--- src/rtl/rfma_pkg.sv ---
`timescale 1ns / 1ps
// ----------------------------------------------------------------------------
// Ring frame marker aligner package
// Shared constants, register indexes and the sequencer state type.
// ----------------------------------------------------------------------------
package rfma_pkg;

  // Default bytes per bank.
  localparam int BUFFER_DEPTH_DEF = 256;

  // Configuration port widths.
  localparam int CFG_ADDR_W = 3;
  localparam int CFG_DATA_W = 9;

  // Register indexes on the configuration port.
  localparam logic [CFG_ADDR_W-1:0] REG_FRAME_LEN    = 3'd0;
  localparam logic [CFG_ADDR_W-1:0] REG_MARKER_BYTE0 = 3'd1;
  localparam logic [CFG_ADDR_W-1:0] REG_MARKER_BYTE1 = 3'd2;
  localparam logic [CFG_ADDR_W-1:0] REG_MARKER_BYTE2 = 3'd3;
  localparam logic [CFG_ADDR_W-1:0] REG_MARKER_BYTE3 = 3'd4;

  // Register reset values.
  localparam logic [8:0] FRAME_LEN_RST    = 9'd150;
  localparam logic [7:0] MARKER_BYTE0_RST = 8'h23;  // '#'
  localparam logic [7:0] MARKER_BYTE1_RST = 8'h73;  // 's'
  localparam logic [7:0] MARKER_BYTE2_RST = 8'h74;  // 't'
  localparam logic [7:0] MARKER_BYTE3_RST = 8'h61;  // 'a'

  // Shortest frame: the marker is four bytes long.
  localparam int MIN_FRAME_LEN = 4;
  localparam int MARKER_LEN    = 4;

  // Sequencer states.
  typedef enum logic [2:0] {
    ST_IDLE,
    ST_MOD,
    ST_READ,
    ST_OUT,
    ST_SEARCH
  } state_t;

endpackage

--- src/rtl/rfma_ram.sv ---
`timescale 1ns / 1ps
// ----------------------------------------------------------------------------
// Ring frame marker aligner bank memory
// Simple dual-port byte memory: one write port, one read port with
// registered read data.
// ----------------------------------------------------------------------------
module rfma_ram #(
  parameter int ADDR_W = 9
) (
  input  logic              clk,
  input  logic              we,
  input  logic [ADDR_W-1:0] waddr,
  input  logic [7:0]        wdata,
  input  logic              re,
  input  logic [ADDR_W-1:0] raddr,
  output logic [7:0]        rdata
);

  logic [7:0] mem [2**ADDR_W];

  // Write port.
  always_ff @(posedge clk) begin
    if (we) begin
      mem[waddr] <= wdata;
    end
  end

  // Registered read port; data holds until the next read.
  always_ff @(posedge clk) begin
    if (re) begin
      rdata <= mem[raddr];
    end
  end

endmodule

--- src/rtl/ring_frame_marker_aligner.sv ---
`timescale 1ns / 1ps
// ----------------------------------------------------------------------------
// Ring frame marker aligner
// Loads received bytes into one of two banks, searches each completed frame
// for a four-byte start marker and releases the previous frame rotated so
// that the marker comes first, one byte per received byte.
// ----------------------------------------------------------------------------
//
// Channel  | Direction | tdata (low bit up)             | tlast     | tuser
// ---------+-----------+--------------------------------+-----------+-------------
// s_axis   | in        | rx_byte[7:0]                   | -         | -
// m_axis   | out       | aligned_byte, aligned_index    | frame_end | marker_found
// cfg      | in        | write port: cfg_we, cfg_addr, cfg_data
//
// A beat taken before any frame has completed stores its byte. A beat
// that releases a byte first reduces the ring offset with a restoring
// compare-subtract unit, one quotient bit a cycle, then reads the other bank.
// The beat that completes a frame adds a marker scan, one bank read a cycle
// through a four-byte window. s_axis is held off until the sequencer is idle
// again; a stalled m_axis holds the sequencer on the output step. rst clears
// the configuration, sequencer, frame, scan and output valid state; the banks
// need no clearing.
// ----------------------------------------------------------------------------
module ring_frame_marker_aligner #(
  parameter int BUFFER_DEPTH = rfma_pkg::BUFFER_DEPTH_DEF
) (
  input  logic                            clk,
  input  logic                            rst,
  // Input stream.
  input  logic                            s_axis_tvalid,
  output logic                            s_axis_tready,
  input  logic [7:0]                      s_axis_tdata,   // rx_byte[7:0]
  // Output stream.
  output logic                            m_axis_tvalid,
  input  logic                            m_axis_tready,
  output logic [15:0]                     m_axis_tdata,   // aligned_byte, aligned_index
  output logic                            m_axis_tlast,   // frame_end
  output logic                            m_axis_tuser,   // marker_found
  // Configuration write port.
  input  logic                            cfg_we,
  input  logic [rfma_pkg::CFG_ADDR_W-1:0] cfg_addr,
  input  logic [rfma_pkg::CFG_DATA_W-1:0] cfg_data
);

  localparam int IDX_W = $clog2(BUFFER_DEPTH);
  localparam int CNT_W = $clog2(BUFFER_DEPTH + rfma_pkg::MARKER_LEN);
  localparam int CMP_W = ((CNT_W > rfma_pkg::CFG_DATA_W) ? CNT_W : rfma_pkg::CFG_DATA_W) + 1;
  localparam int MW    = CNT_W + IDX_W;
  localparam int KW    = (IDX_W > 1) ? $clog2(IDX_W) : 1;
  localparam int AW    = IDX_W + 1;

  // Configuration registers.
  logic [8:0] frame_len;
  logic [7:0] marker_byte0;
  logic [7:0] marker_byte1;
  logic [7:0] marker_byte2;
  logic [7:0] marker_byte3;

  // Frame state.
  rfma_pkg::state_t state, state_next;
  logic [IDX_W-1:0] write_position;
  logic             load_bank;
  logic [IDX_W-1:0] rotation_amount;
  logic             found_flag;
  logic             frame_ready;

  // Per-beat working registers.
  logic [IDX_W-1:0] cur_pos;
  logic             cur_last;
  logic             cur_bank;
  logic [IDX_W:0]   rem;
  logic [KW-1:0]    kbit;

  // Marker scan registers.
  logic [CNT_W-1:0] scan_issued;
  logic [CNT_W-1:0] scan_count;
  logic             scan_pend;
  logic [7:0]       win0, win1, win2, win3;

  // Output register.
  logic             out_valid;
  logic [7:0]       out_byte;
  logic [7:0]       out_index;
  logic             out_last;
  logic             out_found;

  // Memory ports.
  logic             mem_we;
  logic [AW-1:0]    mem_waddr;
  logic             mem_re;
  logic [AW-1:0]    mem_raddr;
  logic [7:0]       mem_rdata;

  // Control strobes.
  logic             in_accept;
  logic             out_load;
  logic             out_free;
  logic             scan_issue;
  logic             scan_hit;
  logic             scan_miss;

  // Derived values.
  logic [CMP_W-1:0] fl_wide;
  logic [CNT_W-1:0] eff_len;
  logic             is_last;
  logic [MW-1:0]    div_shifted;
  logic             div_take;
  logic [CNT_W-1:0] scan_addr_full;
  logic [IDX_W+7:0] pos_pad;

  // --------------------------------------------------------------------------
  // Configuration writes.
  always_ff @(posedge clk) begin
    if (rst) begin
      frame_len    <= rfma_pkg::FRAME_LEN_RST;
      marker_byte0 <= rfma_pkg::MARKER_BYTE0_RST;
      marker_byte1 <= rfma_pkg::MARKER_BYTE1_RST;
      marker_byte2 <= rfma_pkg::MARKER_BYTE2_RST;
      marker_byte3 <= rfma_pkg::MARKER_BYTE3_RST;
    end else if (cfg_we) begin
      unique case (cfg_addr)
        rfma_pkg::REG_FRAME_LEN:    frame_len    <= cfg_data;
        rfma_pkg::REG_MARKER_BYTE0: marker_byte0 <= cfg_data[7:0];
        rfma_pkg::REG_MARKER_BYTE1: marker_byte1 <= cfg_data[7:0];
        rfma_pkg::REG_MARKER_BYTE2: marker_byte2 <= cfg_data[7:0];
        rfma_pkg::REG_MARKER_BYTE3: marker_byte3 <= cfg_data[7:0];
        default: ;
      endcase
    end
  end

  // Frame length clamped to the legal range.
  always_comb begin
    fl_wide = CMP_W'(frame_len);
    if (fl_wide < CMP_W'(rfma_pkg::MIN_FRAME_LEN)) begin
      eff_len = CNT_W'(rfma_pkg::MIN_FRAME_LEN);
    end else if (fl_wide > CMP_W'(BUFFER_DEPTH)) begin
      eff_len = CNT_W'(BUFFER_DEPTH);
    end else begin
      eff_len = fl_wide[CNT_W-1:0];
    end
  end

  assign is_last = (CNT_W'(write_position) + CNT_W'(1)) >= eff_len;

  // Compare-subtract unit for the ring offset reduction, reused for every quotient bit.
  assign div_shifted = MW'(eff_len) << kbit;
  assign div_take    = MW'(rem) >= div_shifted;

  // Scan address wraps once past the end of the ring.
  assign scan_addr_full = (scan_issued >= eff_len) ? (scan_issued - eff_len) : scan_issued;

  // Window compare against the marker.
  assign scan_hit  = (scan_count >= CNT_W'(rfma_pkg::MARKER_LEN)) &&
                     (win0 == marker_byte0) && (win1 == marker_byte1) &&
                     (win2 == marker_byte2) && (win3 == marker_byte3);
  assign scan_miss = !scan_hit && (scan_count == eff_len + CNT_W'(3));
  assign scan_issue = (scan_issued < eff_len + CNT_W'(3));

  assign out_free  = !out_valid || m_axis_tready;
  assign in_accept = s_axis_tvalid && s_axis_tready;

  // --------------------------------------------------------------------------
  // Sequencer: next state and strobes.
  always_comb begin
    state_next    = state;
    s_axis_tready = 1'b0;
    out_load      = 1'b0;
    mem_re        = 1'b0;
    mem_raddr     = {~cur_bank, rem[IDX_W-1:0]};
    unique case (state)
      rfma_pkg::ST_IDLE: begin
        s_axis_tready = 1'b1;
        if (s_axis_tvalid) begin
          if (frame_ready) begin
            state_next = rfma_pkg::ST_MOD;
          end else if (is_last) begin
            state_next = rfma_pkg::ST_SEARCH;
          end
        end
      end
      rfma_pkg::ST_MOD: begin
        if (kbit == '0) begin
          state_next = rfma_pkg::ST_READ;
        end
      end
      rfma_pkg::ST_READ: begin
        mem_re     = 1'b1;
        state_next = rfma_pkg::ST_OUT;
      end
      rfma_pkg::ST_OUT: begin
        if (out_free) begin
          out_load   = 1'b1;
          state_next = cur_last ? rfma_pkg::ST_SEARCH : rfma_pkg::ST_IDLE;
        end
      end
      rfma_pkg::ST_SEARCH: begin
        mem_re    = scan_issue;
        mem_raddr = {cur_bank, scan_addr_full[IDX_W-1:0]};
        if (scan_hit || scan_miss) begin
          state_next = rfma_pkg::ST_IDLE;
        end
      end
      default: state_next = rfma_pkg::ST_IDLE;
    endcase
  end

  always_ff @(posedge clk) begin
    if (rst) begin
      state <= rfma_pkg::ST_IDLE;
    end else begin
      state <= state_next;
    end
  end

  // --------------------------------------------------------------------------
  // Beat intake: store the byte and advance the write position.
  assign mem_we    = in_accept;
  assign mem_waddr = {load_bank, write_position};

  always_ff @(posedge clk) begin
    if (rst) begin
      write_position <= '0;
      load_bank      <= 1'b0;
      frame_ready    <= 1'b0;
    end else if (in_accept) begin
      if (is_last) begin
        write_position <= '0;
        load_bank      <= ~load_bank;
        frame_ready    <= 1'b1;
      end else begin
        write_position <= write_position + IDX_W'(1);
      end
    end
  end

  // Working copy of the beat; the offset is reduced one quotient bit a cycle.
  always_ff @(posedge clk) begin
    if (in_accept) begin
      cur_pos  <= write_position;
      cur_last <= is_last;
      cur_bank <= load_bank;
      rem      <= (IDX_W + 1)'(write_position) + (IDX_W + 1)'(rotation_amount);
      kbit     <= KW'(IDX_W - 1);
    end else if (state == rfma_pkg::ST_MOD) begin
      if (div_take) begin
        rem <= rem - div_shifted[IDX_W:0];
      end
      kbit <= kbit - KW'(1);
    end
  end

  // --------------------------------------------------------------------------
  // Marker scan: one bank read a cycle into a four-byte sliding window.
  always_ff @(posedge clk) begin
    if (rst) begin
      scan_issued     <= '0;
      scan_count      <= '0;
      scan_pend       <= 1'b0;
      rotation_amount <= '0;
      found_flag      <= 1'b0;
    end else if (state == rfma_pkg::ST_SEARCH) begin
      if (scan_issue) begin
        scan_issued <= scan_issued + CNT_W'(1);
      end
      scan_pend <= scan_issue;
      if (scan_pend) begin
        scan_count <= scan_count + CNT_W'(1);
      end
      if (scan_hit) begin
        rotation_amount <= IDX_W'(scan_count - CNT_W'(rfma_pkg::MARKER_LEN));
        found_flag      <= 1'b1;
      end else if (scan_miss) begin
        rotation_amount <= '0;
        found_flag      <= 1'b0;
      end
    end else begin
      scan_issued <= '0;
      scan_count  <= '0;
      scan_pend   <= 1'b0;
    end
  end

  // Window shift, oldest byte in win0.
  always_ff @(posedge clk) begin
    if (state == rfma_pkg::ST_SEARCH && scan_pend) begin
      win0 <= win1;
      win1 <= win2;
      win2 <= win3;
      win3 <= mem_rdata;
    end
  end

  // --------------------------------------------------------------------------
  // Output register.
  assign pos_pad = {8'b0, cur_pos};

  always_ff @(posedge clk) begin
    if (rst) begin
      out_valid <= 1'b0;
    end else if (out_load) begin
      out_valid <= 1'b1;
    end else if (m_axis_tready) begin
      out_valid <= 1'b0;
    end
  end

  always_ff @(posedge clk) begin
    if (out_load) begin
      out_byte  <= mem_rdata;
      out_index <= pos_pad[7:0];
      out_last  <= cur_last;
      out_found <= found_flag;
    end
  end

  assign m_axis_tvalid = out_valid;
  assign m_axis_tdata  = {out_index, out_byte};
  assign m_axis_tlast  = out_last;
  assign m_axis_tuser  = out_found;

  // --------------------------------------------------------------------------
  // Bank memory.
  rfma_ram #(
    .ADDR_W (AW)
  ) u_ram (
    .clk   (clk),
    .we    (mem_we),
    .waddr (mem_waddr),
    .wdata (s_axis_tdata),
    .re    (mem_re),
    .raddr (mem_raddr),
    .rdata (mem_rdata)
  );

`ifndef SYNTHESIS
  // The ring offset is fully reduced before the other bank is read.
  a_mod_done: assert property (@(posedge clk) disable iff (rst)
    state == rfma_pkg::ST_READ |-> CNT_W'(rem) < eff_len)
    else $error("ring offset not reduced below frame length");

  // The scan window never takes more bytes than were read.
  a_scan_order: assert property (@(posedge clk) disable iff (rst)
    state == rfma_pkg::ST_SEARCH |-> scan_count <= scan_issued)
    else $error("scan window ahead of bank reads");

  // Once a frame has completed, frames keep being released until reset.
  a_ready_sticky: assert property (@(posedge clk) disable iff (rst)
    frame_ready |=> frame_ready)
    else $error("completed frame flag dropped");

  // Every released byte comes from the output step of the sequencer.
  a_out_source: assert property (@(posedge clk) disable iff (rst)
    $rose(m_axis_tvalid) |-> $past(state) == rfma_pkg::ST_OUT)
    else $error("output beat raised outside the output step");
`endif

endmodule

--- config.mk ---
export PLATFORM = sky130hd
export DESIGN_NAME = ring_frame_marker_aligner
export DESIGN_NICKNAME = d
export VERILOG_FILES = /design/src/rtl/rfma_pkg.sv /design/src/rtl/rfma_ram.sv /design/src/rtl/ring_frame_marker_aligner.sv
export SDC_FILE = /design/constraint.sdc
export NUM_CORES = 2
export LEC_CHECK = 0
export BUFFER_PORTS_ARGS = -buffer_cell sky130_fd_sc_hd__buf_2
export CELL_PAD_IN_SITES_DETAIL_PLACEMENT = 2
export CELL_PAD_IN_SITES_GLOBAL_PLACEMENT = 2
export CORE_MARGIN = 1.5
export CORE_UTILIZATION = 30
export CTS_BUF_LIST = sky130_fd_sc_hd__clkbuf_2 sky130_fd_sc_hd__clkbuf_4 sky130_fd_sc_hd__clkbuf_8
export CTS_CLUSTER_SIZE = 25
export DETAILED_ROUTE_END_ITERATION = 6
export GPL_ROUTABILITY_DRIVEN = 0
export PLACE_DENSITY_LB_ADDON = 0.1
export SLEW_MARGIN = 10
export SYNTH_ARGS = -nofsm -noshare
export SYNTH_HDL_FRONTEND = slang
export SYNTH_SLANG_ARGS = --single-unit
--- constraint.sdc ---
create_clock -name clk -period 7.66 [get_ports clk]
set_input_delay 2.298 -clock clk [delete_from_list [all_inputs] [get_ports clk]]
set_output_delay 2.298 -clock clk [all_outputs]
set_load 0.01 [all_outputs]
; ---- Word-level counts from Yosys, hierarchy flattened
; Memory sizes are Yosys's and may differ from the RTL's. A register that Yosys moved wholly into a read port is not among the register bits.
; Cells that the tools add are included.
[totals]
reg_bits = 155
latch_bits = 0
mem_bits_rw = 4096
romBits = 0
output_inout_bits = 20
elab_cells = 124
n_memories = 1
[mem_list]
columns = name, words, width, read_ports, rd_clocked_by_memory_dff, wr, line
row1 = u_ram.mem, 512, 8, 1, 1, 1, rfma_ram.sv:19  ; logic [7:0] mem [2**ADDR_W];
[classes]
n_addsub = 10
mul = 0
n_div = 0
order_cmp = 7
eq_ne = 18
n_shift = 1
mux = 28
bitwise_logic = 3
n_reduce_logical = 28
[ops]
columns = cell, n
row1 = 2-to-1 mux 9 bit, 6
row2 = equality test 8 bit, 4
row3 = 2-to-1 mux 8 bit, 4
row4 = 2-to-1 mux 3 bit, 7
row5 = "adder 9 x 1 -> 9 bit, second input constant", 2
row6 = >= comparator 9 bit, 2
row7 = >= comparator 9 x 17 -> 1 bit, 1
row8 = left shift 9 x 3 -> 17 bit, 1
row9 = AND reduction 2 bit, 8
row10 = case mux 3 bit (5 select lines), 1
row11 = "equality test 3 x 2 -> 1 bit, second input constant", 4
row12 = "adder 8 x 1 -> 9 bit, second input constant", 1
row13 = adder 8 x 8 -> 9 bit, 1
row14 = "adder 9 x 2 -> 9 bit, second input constant", 1
row15 = equality test 9 bit, 1
row16 = ">= comparator 9 x 3 -> 1 bit, second input constant", 1
row17 = "> comparator 9 bit, second input constant", 1
row18 = zero test 3 bit, 3
row19 = "< comparator 9 x 3 -> 1 bit, second input constant", 1
row20 = < comparator 9 bit, 1
row21 = 2-to-1 mux 1 bit, 9
row22 = subtractor 9 bit, 1
row23 = "adder 8 x 1 -> 8 bit, second input constant", 1
row24 = "!= test 2 bit, second input constant", 4
row25 = 14 further kinds, 29

; ---- Depth between registers and ports, before layout
[depth]
depth_word = 10
mapped_depth = 23
ltp_nobuf = 20

; ---- Modules after synthesis
; Synthesis repeated with hierarchy kept, for this count alone.
[hier_totals]
cells_unflattened = 8891
area_unflattened_um2 = 168330.2
[by_module_without_submodules]
columns = module, instances, cells_per_inst, area_each_um2, seq_area_each_um2
row1 = rfma_ram, 1, 8030, 160007.2, 123238.2
row2 = ring_frame_marker_aligner, 1, 861, 8323.0, 3793.6

; ---- Worst setup path before layout
; Ideal clock, no wire load.
[synth_timing]
path_kind = reg-to-reg
startpoint = register frame_len[4]
endpoint = register u_ram.rdata[1], read port of u_ram.mem (data pin)
t_arrival_ns = 4.351
required_time_ns = 7.388
setup_slack_ns = 3.037
path_stages_with_launch = 20
path_buffers = 2
period_less_slack_ns = 4.623
path_cell_list = dfxtp_1 or4_1 nor2_1 a21oi_1 nand2_1 ha_1 nor2b_1 o31a_1 o2111a_1 o21ai_1 a31oi_2 or3_1 buf_2 buf_2 a221o_1 o22ai_1 nor4_1 o22ai_1 nor4_1 or4_1
[synth_via]
elab_chain_cells = 6
word_cells_on_any_way = 11
[synth_lines]
columns = item, line
row1 = "start, declared", ring_frame_marker_aligner.sv:53  ; logic [8:0] frame_len;
row2 = "start signal, assigned", ring_frame_marker_aligner.sv:115  ; frame_len <= rfma_pkg::FRAME_LEN_RST;
row3 = "start signal, assigned", ring_frame_marker_aligner.sv:122  ; rfma_pkg::REG_FRAME_LEN: frame_len <= cfg_data;
row4 = > comparator 9 bit, ring_frame_marker_aligner.sv:137  ; end else if (fl_wide > CMP_W'(BUFFER_DEPTH)) begin
row5 = 2-to-1 mux 9 bit, ring_frame_marker_aligner.sv:137
row6 = 2-to-1 mux 9 bit *, ring_frame_marker_aligner.sv:135  ; if (fl_wide < CMP_W'(rfma_pkg::MIN_FRAME_LEN)) begin
row7 = "adder 9 x 2 -> 9 bit, or another cell as far along", ring_frame_marker_aligner.sv:158  ; assign scan_issue = (scan_issued < eff_len + CNT_W'(3));
row8 = < comparator 9 bit or 2-to-1 mux 8 bit (tied branches), "ring_frame_marker_aligner.sv:158, ring_frame_marker_aligner.sv:151"
row9 = case mux 1 bit (2 select lines) or 2-to-1 mux 9 bit (tied branches), ring_frame_marker_aligner.sv:171  ; unique case (state)
row10 = "end, declared", rfma_ram.sv:16  ; output logic [7:0] rdata
; Mark *: on every way between the ends. The rest lies on a longest branch, timed or not.
; A chain may end at the register's enable or synchronous reset.

; ---- Final worst setup path
[layout_timing]
startpoint = register frame_len[6]
endpoint = register u_ram.rdata[7], read port of u_ram.mem (data pin)
; The elaborated chain is that of the path after synthesis.

==> results.md <==
- H-tree lvl count: 6
- Clock power share: around two fifths
- FF+latch count, synth: 4259
- Pins Over Slew Limit: 0
- Post-DP HPWL: 386000 um
- Dpl ws: -0.241 ns
- Number of global-route vias before repair: between 100k and 150k
- Row count: 275
- Register area share after synthesis: 74.9%
- Clk pin slew, worst setup/hold paths: ~0.060 ns
- Post-Syn Area: approximately 170000 sq um
- Failing checks: negative setup slack
- Total of max-cap violations: 0
- Clock sink count: around 4300
- DIE WIDTH: approximately 750 um
- Internal Power: 37900 uW
- Initial antenna violation count: 54
- Actual slew at the worst max-slew pin: 1.32 ns
- Post-synth ARST share: 0%
- DRT Pass-1 Iters: 5
- Max-slew headroom: 11.9%
- Routed vias: 107000
- Leakage power figure: between 0.06 and 0.07 uW
- WP data required: a little under 9 ns
- Placed instance count: 18700
- Reg power frac: approximately 50%
- Power Dens Cells: 262 nW/um^2
- Worst hold margin: 0.428 ns
- Cell taking the most area after synthesis: edfxtp_1
- Total gr overflow: 0
- Startpoint Class: flip-flop
- Crit share post-route: 100%
- Initial Util: 30.2%
- Clk Latency, worst-skew pair: 1.29 ns
- Crit Path Max Fanout: 24
- Yosys cell types: 63
- Die area: 570000 sq um
- Avg Cell Area, Syn: ~15 sq um
- Hold path depth: 0
- Post-synthesis net count: 11700
- Num CTS Buffers: 768
- Logic pwr share: 8.7%
- Final min period: approximately 7.7 ns
- Final WL: 635000 um
- Clk buf depth: 4
- Drt wl/cell: 31.7 um
- CTS tree: built
- Top cell type's share of synthesized area: 73.9%
- Remaining DRCs: 0
- Most frequent cells in the layout: 4173 x edfxtp_1, 1547 x nand2_1, 942 x a21oi_1
- Outcome: finished, violations left
- Clk root buf: clkbuf_8
- Clock Skews: 0.0752 ns
- Total Nets Final: 12100
- Antenna Violating Nets Remaining: 0
- Critical path class: reg2reg
- Drt first-iter violations: 8350
- Cts hold-fix bufs: 0
- Predominant post-synthesis flop cell: edfxtp_1
- Via density: 5.32
- Yosys warns: 0
- Mapped Cells: 11600
- Reg2Reg Depth: 22
- First-pass GRT wire length: approximately 900000 um
- Peak Freq: 130 MHz
- Peak supply drop: around 150 uV
- EDFF count, synth: 4173
- Layout area overhead: 15.2%
- Fraction of layout cells with a size suffix above 1: 13.7%
- Most common cell after layout, fill and taps aside: edfxtp_1
- Worst EP arrival: 8.67 ns
- IO Pins: 45
- Setup violations, final: 1
- NetSw: between 10000 and 15000 uW
- Util after Layout: 34.8%
- Sw Ratio: 25.8%
- Final std cells w/o fill: 20100
- Total GRT Usage: 21.7%
- Top post-synthesis cells by area: edfxtp_1 74%, mux2i_1 4.5%, nand2_1 3.4%, a21oi_1 2.8%, o22ai_1 1.9%
- Largest net degree at the start of global routing: about 140
- Die H: ~750 um
- Final Hold Fails: 0
- Input/output buffers: 44
- Hold crit path type: reg2reg
- CP endpoint kind: flip-flop
- Final WS setup: -0.0138 ns
- Core box area: 562000 sq um
[repair_timing]
item	in CTS	in global routing
setup endpoints to repair	1	4
endpoints found under the hold margin	0	0
resized for setup	1	6
setup buffers	0	0
[cell usage after synthesis, types with 86 or more instances]
| master | instances |
|---|---|
| edfxtp_1 | 4173 |
| nand2_1 | 1558 |
| a21oi_1 | 943 |
| mux2i_1 | 754 |
| nor2_1 | 612 |
| clkbuf_1 | 565 |
| o22ai_1 | 512 |
| nor4_1 | 402 |
| nor3_1 | 296 |
| a221o_1 | 256 |
| a221oi_1 | 256 |
| a22oi_1 | 256 |
| buf_2 | 245 |
| nand3_1 | 226 |
| dfxtp_1 | 86 |
[power groups by stage]
stage / clock (uW) / sequential [uW] / combinational [uW]
2_1_floorplan: 0 / 26100 / 2080
3_3_place_gp: 0 / 26100 / 4420
3_5_place_dp: 0 / 26100 / 4510
4_1_cts: 21700 / 25600 / 4520
5_1_grt: 22600 / 25600 / 4710
6_report: 21100 / 25600 / 4460
[logic make-up (layout without fill, tap and decap cells)]
kind of cell               count (synthesis)  count (layout)  share of synthesized area [%]
DFF                                     4259            4259                           74.9
and+or+nand+nor                         3211            3211                           8.30
AOI/OAI and AO/OA                       2338            2338                           9.12
buffers and inverters                    933            1845                           2.27
muxes                                    758             758                           4.48
xor gates and xnor gates                  87              87                          0.449
adders and majority gates                 60              60                          0.456
other                                      0              17                              0
[worst paths after layout]
path	to	slack, ns	startpoint
worst max-delay path	u_ram.rdata[7]	-0.01	frame_len[6]
worst min-delay path	out_index[4]	0.43	cur_pos[4]
worst max register to register	u_ram.rdata[7]	-0.01	frame_len[6]
worst min register to register	out_index[4]	0.43	cur_pos[4]
[worst max-delay path, cell delays in order, from the launching register on]
cell and delay (ns):
dfxtp_1 0.47, or4_1 0.17, nor2_1 0.06, a21oi_1 0.26, nand2_1 0.25, inv_1 0.23, ha_1 0.22, inv_1 0.07
fa_1 0.44, a21o_1 0.17, a21oi_1 0.27, xnor2_1 0.19, o21ai_1 0.13, a31oi_2 0.71, nand3_4 0.73, buf_12 0.43
buf_4 0.23, a221o_1 0.28, o22ai_1 0.31, nor4_1 0.13, o22ai_1 0.83, nor4_2 0.21, or4_1 0.54
[through the flow]
stage	setup TNS, ns	area (sq um)	total power (uW)
after floorplan	0	170000	28200
after global placement	-0.307	181000	30500
after detailed placement	-0.241	181000	30600
after CTS	0	195000	51800
after global routing	-0.00198	195000	52900
final	-0.0138	195000	51100
[area by class of cell]
cell class / instances / area, sq um
clock inverters: 306 / 1820
fillers: 56300 / 367000
clock buffers: 1052 / 12800
inverters: 30 / 113
flip-flops and latches: 4259 / 127000
repair buffers: 457 / 4930
multi-input cells: 6454 / 39300
diodes: 17 / 42.5
well taps: 7479 / 9360
[registers in the layout (all words and copies together) (netlist names), 9 cells and up]
signal and flops:
scan_issued 9, rem 9, scan_count 9, frame_len 9, u_ram.mem 4096
[metal layers]
metal | vias to the layer above | part of all wire, % | GRT usage [%]
met5 | - | 0.0083 | 0
met4 | 8 | 2.4 | 5.37
met1 | 57300 | 45 | 30.2
li1 | 46100 | - | -
met2 | 2456 | 48 | 36.0
met3 | 822 | 4.3 | 2.80
Power figures use the tool's default switching activity.
